--- config.mk ---
export PLATFORM = sky130hd
export DESIGN_NAME = packbits_rle_row_decoder_unit_flat
export DESIGN_NICKNAME = d
export VERILOG_FILES = /design/src/rtl/core/prdr_pkg.sv /design/src/rtl/core/prdr_if.sv /design/src/rtl/core/packbits_rle_row_decoder_unit.sv /design/src/flat_wrapper.sv
export SDC_FILE = /design/constraint.sdc
export NUM_CORES = 1
export LEC_CHECK = 0
export BUFFER_PORTS_ARGS = -buffer_cell sky130_fd_sc_hd__buf_2
export CORE_ASPECT_RATIO = 0.7
export CORE_MARGIN = 2
export CORE_UTILIZATION = 57
export CTS_BUF_LIST = sky130_fd_sc_hd__clkbuf_4 sky130_fd_sc_hd__clkbuf_8
export DETAILED_ROUTE_END_ITERATION = 8
export PLACE_DENSITY = 0.79
export SYNTH_ARGS = -nofsm -noshare
export SYNTH_HDL_FRONTEND = slang
export SYNTH_SLANG_ARGS = --single-unit
export TNS_END_PERCENT = 30
--- constraint.sdc ---
create_clock -name clk -period 5.3 [get_ports clk]
set_input_delay 1.06 -clock clk [delete_from_list [all_inputs] [get_ports clk]]
set_output_delay 1.06 -clock clk [all_outputs]
set_load 0.005 [all_outputs]
--- src/rtl/core/prdr_pkg.sv ---
// package with the word types, decode phases and constants of the packbits row decoder
package prdr_pkg;

    localparam logic [15:0] MAX_ROW_LENGTH = 16'd65535;
    localparam logic [15:0] ROW_LENGTH_RST = 16'd1024;
    localparam logic [7:0]  HDR_NOP        = 8'd128;
    localparam logic [7:0]  RUN_BASE       = 8'd1;

    localparam int unsigned QUEUE_DEPTH = 4;
    localparam int unsigned QUEUE_AW    = 2;

    localparam int unsigned PADDR_W    = 3;
    localparam logic        REG_ROW_LEN = 1'b0;

    typedef struct packed {
        logic [7:0] coded_byte;
        logic       last_byte;
    } in_word_t;

    typedef struct packed {
        logic [15:0] write_position;
        logic [7:0]  write_value;
        logic [7:0]  repeat_count;
        logic        row_done;
        logic [15:0] written_count;
        logic        row_short;
    } out_word_t;

    typedef enum logic [2:0] {
        PH_HEADER  = 3'b001,
        PH_RUN     = 3'b010,
        PH_LITERAL = 3'b100
    } phase_t;

endpackage

--- src/rtl/core/prdr_if.sv ---
// stream interfaces for coded input bytes and decoded result words
interface prdr_byte_if;
    import prdr_pkg::*;
    logic     valid;
    logic     ready;
    in_word_t data;

    modport source (output valid, output data, input ready);
    modport sink (input valid, input data, output ready);
endinterface

interface prdr_wr_if;
    import prdr_pkg::*;
    logic      valid;
    logic      ready;
    out_word_t data;

    modport source (output valid, output data, input ready);
    modport sink (input valid, input data, output ready);
endinterface

--- src/rtl/core/packbits_rle_row_decoder_unit.sv ---
// packbits row decoder: header/run/literal decode with a four-word result queue
// output: a result word enters the queue as its coded byte is accepted and leaves in order
// throughput: one coded byte per cycle while two queue slots are free; a row's last byte
// yields a status word after any data word; the queue drains one per cycle on out_ch.ready
// reset: rst_n clears decode state, queue and sets row_length to 1024
module packbits_rle_row_decoder_unit
(
    input  logic                           clk,
    input  logic                           rst_n,
    prdr_byte_if.sink                      in_ch,
    prdr_wr_if.source                      out_ch,
    input  logic                           psel,
    input  logic                           penable,
    input  logic                           pwrite,
    input  logic [prdr_pkg::PADDR_W-1:0]   paddr,
    input  logic [31:0]                    pwdata,
    output logic [31:0]                    prdata,
    output logic                           pready
);
    import prdr_pkg::*;

    logic [15:0] row_length_reg;

    phase_t      phase_reg, phase_next;
    logic [7:0]  run_length_reg, run_length_next;
    logic [7:0]  literal_left_reg, literal_left_next;
    logic        literal_dropping_reg, literal_dropping_next;
    logic [15:0] row_position_reg, row_position_next;
    logic [7:0]  literal_offset_reg, literal_offset_next;

    out_word_t             queue_reg [QUEUE_DEPTH];
    logic [QUEUE_AW-1:0]   head_reg, tail_reg;
    logic [QUEUE_AW:0]     count_reg, count_next;

    logic        in_acc;
    logic        out_acc;
    logic [15:0] len;
    logic [16:0] len_x;
    logic [16:0] pos_x;
    logic [16:0] lit_at;
    logic [7:0]  b;
    logic        last;
    logic        data_vld;
    out_word_t   data_word;
    out_word_t   stat_word;
    logic [QUEUE_AW:0] push_cnt;

    // configuration port
    assign pready = 1'b1;
    assign prdata = (paddr[2] == REG_ROW_LEN) ? {16'd0, row_length_reg} : 32'd0;

    always_ff @(posedge clk or negedge rst_n)
    begin
        if (!rst_n)
        begin
            row_length_reg <= ROW_LENGTH_RST;
        end
        else if (psel && penable && pwrite && pready && paddr[2] == REG_ROW_LEN)
        begin
            row_length_reg <= pwdata[15:0];
        end
    end

    assign in_acc  = in_ch.valid && in_ch.ready;
    assign out_acc = out_ch.valid && out_ch.ready;
    assign b       = in_ch.data.coded_byte;
    assign last    = in_ch.data.last_byte;
    assign len     = (row_length_reg > MAX_ROW_LENGTH) ? MAX_ROW_LENGTH : row_length_reg;
    assign len_x   = {1'b0, len};
    assign pos_x   = {1'b0, row_position_reg};
    assign lit_at  = pos_x + {9'd0, literal_offset_reg};

    // decode of one coded byte
    always_comb
    begin
        phase_next            = phase_reg;
        run_length_next       = run_length_reg;
        literal_left_next     = literal_left_reg;
        literal_dropping_next = literal_dropping_reg;
        row_position_next     = row_position_reg;
        literal_offset_next   = literal_offset_reg;
        data_vld              = 1'b0;
        data_word             = '0;
        stat_word             = '0;

        unique case (phase_reg)
            PH_HEADER:
            begin
                if (row_position_reg < len && !last && b != HDR_NOP)
                begin
                    if (b > HDR_NOP)
                    begin
                        run_length_next = RUN_BASE - b;
                        phase_next      = PH_RUN;
                    end
                    else
                    begin
                        literal_left_next     = b + 8'd1;
                        literal_offset_next   = 8'd0;
                        literal_dropping_next = (pos_x + {9'd0, b} + 17'd1) > len_x;
                        phase_next            = PH_LITERAL;
                    end
                end
            end
            PH_RUN:
            begin
                phase_next = PH_HEADER;
                data_word.write_position = row_position_reg;
                data_word.write_value    = b;
                if (pos_x + {9'd0, run_length_reg} <= len_x)
                begin
                    data_vld                 = 1'b1;
                    data_word.repeat_count   = run_length_reg;
                    row_position_next        = row_position_reg + {8'd0, run_length_reg};
                end
                else if (len > row_position_reg)
                begin
                    data_vld               = 1'b1;
                    data_word.repeat_count = 8'(len - row_position_reg);
                end
            end
            PH_LITERAL:
            begin
                data_word.write_position = lit_at[15:0];
                data_word.write_value    = b;
                data_word.repeat_count   = 8'd1;
                data_vld                 = !literal_dropping_reg || lit_at < len_x;
                literal_offset_next      = literal_offset_reg + 8'd1;
                literal_left_next        = literal_left_reg - 8'd1;
                if (literal_left_reg == 8'd1)
                begin
                    if (!literal_dropping_reg)
                    begin
                        row_position_next = row_position_reg + {8'd0, literal_offset_next};
                    end
                    literal_dropping_next = 1'b0;
                    phase_next            = PH_HEADER;
                end
            end
            default:
            begin
                phase_next = PH_HEADER;
            end
        endcase

        if (last)
        begin
            stat_word.row_done      = 1'b1;
            stat_word.written_count = row_position_next;
            stat_word.row_short     = row_position_next < len;
            phase_next              = PH_HEADER;
            run_length_next         = 8'd0;
            literal_left_next       = 8'd0;
            literal_dropping_next   = 1'b0;
            row_position_next       = 16'd0;
            literal_offset_next     = 8'd0;
        end
    end

    always_ff @(posedge clk or negedge rst_n)
    begin
        if (!rst_n)
        begin
            phase_reg            <= PH_HEADER;
            run_length_reg       <= 8'd0;
            literal_left_reg     <= 8'd0;
            literal_dropping_reg <= 1'b0;
            row_position_reg     <= 16'd0;
            literal_offset_reg   <= 8'd0;
        end
        else if (in_acc)
        begin
            phase_reg            <= phase_next;
            run_length_reg       <= run_length_next;
            literal_left_reg     <= literal_left_next;
            literal_dropping_reg <= literal_dropping_next;
            row_position_reg     <= row_position_next;
            literal_offset_reg   <= literal_offset_next;
        end
    end

    // result queue
    assign push_cnt   = in_acc ? ({2'd0, data_vld} + {2'd0, last}) : '0;
    assign count_next = count_reg + push_cnt - {2'd0, out_acc};

    assign in_ch.ready  = count_reg <= 3'(QUEUE_DEPTH - 2);
    assign out_ch.valid = count_reg != '0;
    assign out_ch.data  = queue_reg[head_reg];

    always_ff @(posedge clk or negedge rst_n)
    begin
        if (!rst_n)
        begin
            head_reg  <= '0;
            tail_reg  <= '0;
            count_reg <= '0;
        end
        else
        begin
            count_reg <= count_next;
            tail_reg  <= tail_reg + push_cnt[QUEUE_AW-1:0];
            if (out_acc)
            begin
                head_reg <= head_reg + 2'd1;
            end
        end
    end

    always_ff @(posedge clk)
    begin
        if (in_acc)
        begin
            if (data_vld)
            begin
                queue_reg[tail_reg] <= data_word;
                if (last)
                begin
                    queue_reg[tail_reg + 2'd1] <= stat_word;
                end
            end
            else if (last)
            begin
                queue_reg[tail_reg] <= stat_word;
            end
        end
    end

    assert property (@(posedge clk) disable iff (!rst_n)
        count_reg <= 3'(QUEUE_DEPTH))
    else $error("result queue overrun");

    assert property (@(posedge clk) disable iff (!rst_n)
        in_acc && last |=> phase_reg == PH_HEADER && row_position_reg == 16'd0)
    else $error("row state not cleared after last byte");

    assert property (@(posedge clk) disable iff (!rst_n)
        literal_dropping_reg |-> phase_reg == PH_LITERAL)
    else $error("drop flag outside literal");

    assert property (@(posedge clk) disable iff (!rst_n)
        out_acc |-> (out_ch.data.row_done == (out_ch.data.repeat_count == 8'd0)))
    else $error("status word and repeat count disagree");

endmodule
--- src/flat_wrapper.sv ---
// flat-port wrapper written by rule: the top's interface ports become plain ports
module packbits_rle_row_decoder_unit_flat import prdr_pkg::*;
  (clk, rst_n, psel, penable, pwrite, paddr, pwdata, prdata, pready, in_ch_valid, in_ch_data, in_ch_ready, out_ch_valid, out_ch_data, out_ch_ready);
  prdr_byte_if in_ch_i ();
  prdr_wr_if out_ch_i ();
  input  logic clk;
  input  logic rst_n;
  input  logic psel;
  input  logic penable;
  input  logic pwrite;
  input  logic [prdr_pkg::PADDR_W-1:0] paddr;
  input  logic [31:0] pwdata;
  output logic [31:0] prdata;
  output logic pready;
  input wire logic [$bits(in_ch_i.valid)-1:0] in_ch_valid;
  input wire logic [$bits(in_ch_i.data)-1:0] in_ch_data;
  output wire logic [$bits(in_ch_i.ready)-1:0] in_ch_ready;
  output wire logic [$bits(out_ch_i.valid)-1:0] out_ch_valid;
  output wire logic [$bits(out_ch_i.data)-1:0] out_ch_data;
  input wire logic [$bits(out_ch_i.ready)-1:0] out_ch_ready;
  assign in_ch_i.valid = in_ch_valid;
  assign in_ch_i.data = in_ch_data;
  assign in_ch_ready = in_ch_i.ready;
  assign out_ch_valid = out_ch_i.valid;
  assign out_ch_data = out_ch_i.data;
  assign out_ch_i.ready = out_ch_ready;
  packbits_rle_row_decoder_unit u_core (.clk(clk), .rst_n(rst_n), .in_ch(in_ch_i), .out_ch(out_ch_i), .psel(psel), .penable(penable), .pwrite(pwrite), .paddr(paddr), .pwdata(pwdata), .prdata(prdata), .pready(pready));
endmodule
==> impl_metrics.env <==
export IMPL_status="finished, violations left"
export IMPL_violations="negative setup slack"
export IMPL_pin_count=136
export IMPL_grt_ovfl_total=0
export IMPL_crit_slowest_cell="or4_4"
export IMPL_start_util_pct=58.1
export IMPL_peakVddDrop_mv=0.287
export IMPL_yosysSeqAreaShare_pct=38.0
export IMPL_whs_ns=0.461
export IMPL_synth_area_top_cells="dfxtp_1 (15%), edfxtp_1 (13%), dfrtp_1 (9.7%)"
export IMPL_min_period_ns=5.58
export IMPL_synthCells=1786
export IMPL_synth_xor_area_share_pct=3.75
export IMPL_wl_per_cell_um=22.7
export IMPL_fin_area_um2=20600
export IMPL_via_per_inst=6.51
export IMPL_fp_dieH_um=148
export IMPL_fin_crit_sh_pct=105
export IMPL_dp_hpwl_um=39300
export IMPL_min_path_type="reg -> reg"
export IMPL_worstMarginPinSlew_ns=1.22
export IMPL_critPathKind="reg -> reg"
export IMPL_power_density_nw_per_um2=508
export IMPL_reg2reg_to="u_core.queue_reg[2][0]"
export IMPL_synth_largest_area_cell="dfxtp_1"
export IMPL_layout_cells_non_filler=2446
export IMPL_drive_gt1_share_pct=28.8
export IMPL_cap_violations=0
export IMPL_final_net_count=2219
export IMPL_cts_tree="done"
export IMPL_critPathBufInv=4
export IMPL_avgSynthCellArea_um2=9.42
export IMPL_start_kind="register"
export IMPL_finalClockSkew_ns=0.0300
export IMPL_crit_path_end_kind="register"
export IMPL_path_delay_family="compound AO/OA/AOI/OAI gates"
export IMPL_fill_cells=2090
export IMPL_async_reset_ff_share_pct=25.1
export IMPL_core_area_um2=29000
export IMPL_r2r_start="u_core.row_position_reg[1]"
export IMPL_cts_clk_slew_worst_paths_ns=0.07
export IMPL_drc=0
export IMPL_cts_buffer_depth=3
export IMPL_grt_usage_pct=35.3
export IMPL_synthAdderAreaFrac_pct=10.4
export IMPL_via_count=15900
export IMPL_drt_iter0_markers=1893
export IMPL_area_delta_synth_final_pct=22.5
export IMPL_ys_warnings_count=0
export IMPL_synth_ff_type="dfxtp_1"
export IMPL_path_depth=25
export IMPL_finalSetupViolCount=5
export IMPL_crit_path_max_incr_delay_ns=0.43
export IMPL_die_x_um=209
export IMPL_p_leak_nw=8.63
export IMPL_num_rows=52
export IMPL_synth_top_family_by_area="compound AO/OA/AOI/OAI gates"
export IMPL_syn_cell_area_um2=16800
export IMPL_synth_edff_count=72
export IMPL_startpoint="u_core.row_position_reg[1]"
export IMPL_synth_most_common_cell="nor2_1"
export IMPL_reg2reg_slack_ns=-0.28
export IMPL_synth_compound_area_share_pct=18.5
export IMPL_endpoint="u_core.queue_reg[2][0]"
export IMPL_muxShareOfSynthArea_pct=8.67
export IMPL_place_congestion=0.987
export IMPL_drt_wl_total_um=55500
export IMPL_slew_viol_final=0
export IMPL_synth_top_area_share_pct=15.2
export IMPL_multi_input_area_um2=10100
export IMPL_synth_cell_types=86
export IMPL_final_setup_worst_slack_ns=-0.276
export IMPL_htreeDepth=2
export IMPL_cts_sinks=267
export IMPL_largest_reg_flops=200
export IMPL_hold_viol_final=0
export IMPL_grt_max_degree=42
export IMPL_rsz0062_at_grt="true"
export IMPL_slew_headroom_pct=18.7
export IMPL_yosys_area_share_simple_pct=15.0
export IMPL_regArea_um2=6410
export IMPL_crit_required_ns=5.63
export IMPL_die_area_um2=30900
export IMPL_r2r_cells=25
export IMPL_clk_insertion_delay_late_ns=0.59
export IMPL_dpl_cell_area_um2=18900
export IMPL_drt_pass1_iterations=6
export IMPL_drtAntennaViolNets=0
export IMPL_ys_ff_latch=267
export IMPL_synth_top_cells_by_count="nor2_1 (158), a21oi_1 (135), ha_1 (130), dfxtp_1 (128), nand2_1 (107)"
export IMPL_postCtsHoldBufs=0
export IMPL_grt_pass1_vias=15100
export IMPL_ctsRootBufferMaster="clkbuf_8"
export IMPL_min_from="u_core.queue_reg[2][20]"
export IMPL_grt_pass1_wl_um=84800
export IMPL_cts_made_buffers=43
export IMPL_max_freq_mhz=179
export IMPL_antenna_found_initial=2
export IMPL_total_power_mw=10.5
export IMPL_crit_fanout=4
export IMPL_cp_data_arrival_time_ns=5.91
export IMPL_post_place_cells=2342
export IMPL_port_buffers=100
[repair_timing]
item | in CTS | in global routing
resized for setup | 42 | 80
buffers inserted | 16 | 7
pin swaps | 23 | 34
setup endpoints to repair | 226 | 270
[placed cells by master, fill, tap and decap left out, types with 52 or more instances in the layout]
cell type	synthesis	final
inv_1	84	77
dfrtp_1	65	63
nor3_1	80	74
a21oi_1	135	127
nand2_1	107	101
clkbuf_8	0	52
buf_4	20	180
ha_1	130	122
nor2_1	158	153
buf_2	17	100
dfxtp_1	128	128
nand3_1	76	73
edfxtp_1	72	72
o21ai_0	106	100
[through the flow]
step                      util [%]  setup TNS [ns]  setup WS (ns)
after CTS                     69.7           -1.10         -0.178
after global routing          71.2          -19.28         -0.410
after global placement        65.3           -5.53         -0.374
after floorplan                  -           -2.02         -0.120
final                         71.2           -1.07         -0.276
after detailed placement      65.3          -13.56         -0.482
[kinds of logic (layout without fill, tap and decap cells)]
family | Yosys count | after routing
XOR/XNOR | 72 | 72
other | 2 | 19
flip-flops | 267 | 267
AO/OA/AOI/OAI | 481 | 481
AND/OR/NAND/NOR | 535 | 535
buffers and inverters | 213 | 478
multiplexers | 80 | 80
adder cells (fa/ha/maj) | 136 | 136
[final cells by class]
cell class | instances | area share, %
multi-input cells | 1321 | 48.9
flip-flops and latches | 267 | 31.1
repair buffers | 313 | 11.4
clock buffers | 63 | 3.87
well taps | 378 | 2.29
inverters | 86 | 1.57
clock inverters | 16 | 0.820
diodes | 2 | 0.0243
[power breakdown]
group	internal, mW	switching [mW]
Clock	1.12	0.887
Combinational	2.39	2.96
Sequential	2.61	0.485
[tightest hold or removal path, cell delays in order, from the launching register on]
cell	delay, ns
dfxtp_1	0.31
nand2_1	0.05
o21ai_0	0.06
[layer usage]
metal	track usage, %	wire, um	part of all wire (%)	vias to the layer above
met5	0	0	0	-
met3	6.86	6300	11	151
li1	-	-	-	7076
met4	11.6	1810	3.3	0
met1	50.4	23000	41	7661
met2	54.1	24400	44	1031
[worst min path at each step]
stage                              end  cells past startpoint
2_1_floorplan  u_core.queue_reg[2][18]                      2
3_3_place_gp   u_core.queue_reg[2][42]                      2
3_5_place_dp   u_core.queue_reg[2][20]                      2
4_1_cts        u_core.queue_reg[2][21]                      2
5_1_grt        u_core.queue_reg[2][46]                      2
6_report       u_core.queue_reg[2][20]                      2
No activity file was read; power rests on OpenSTA's default activity.
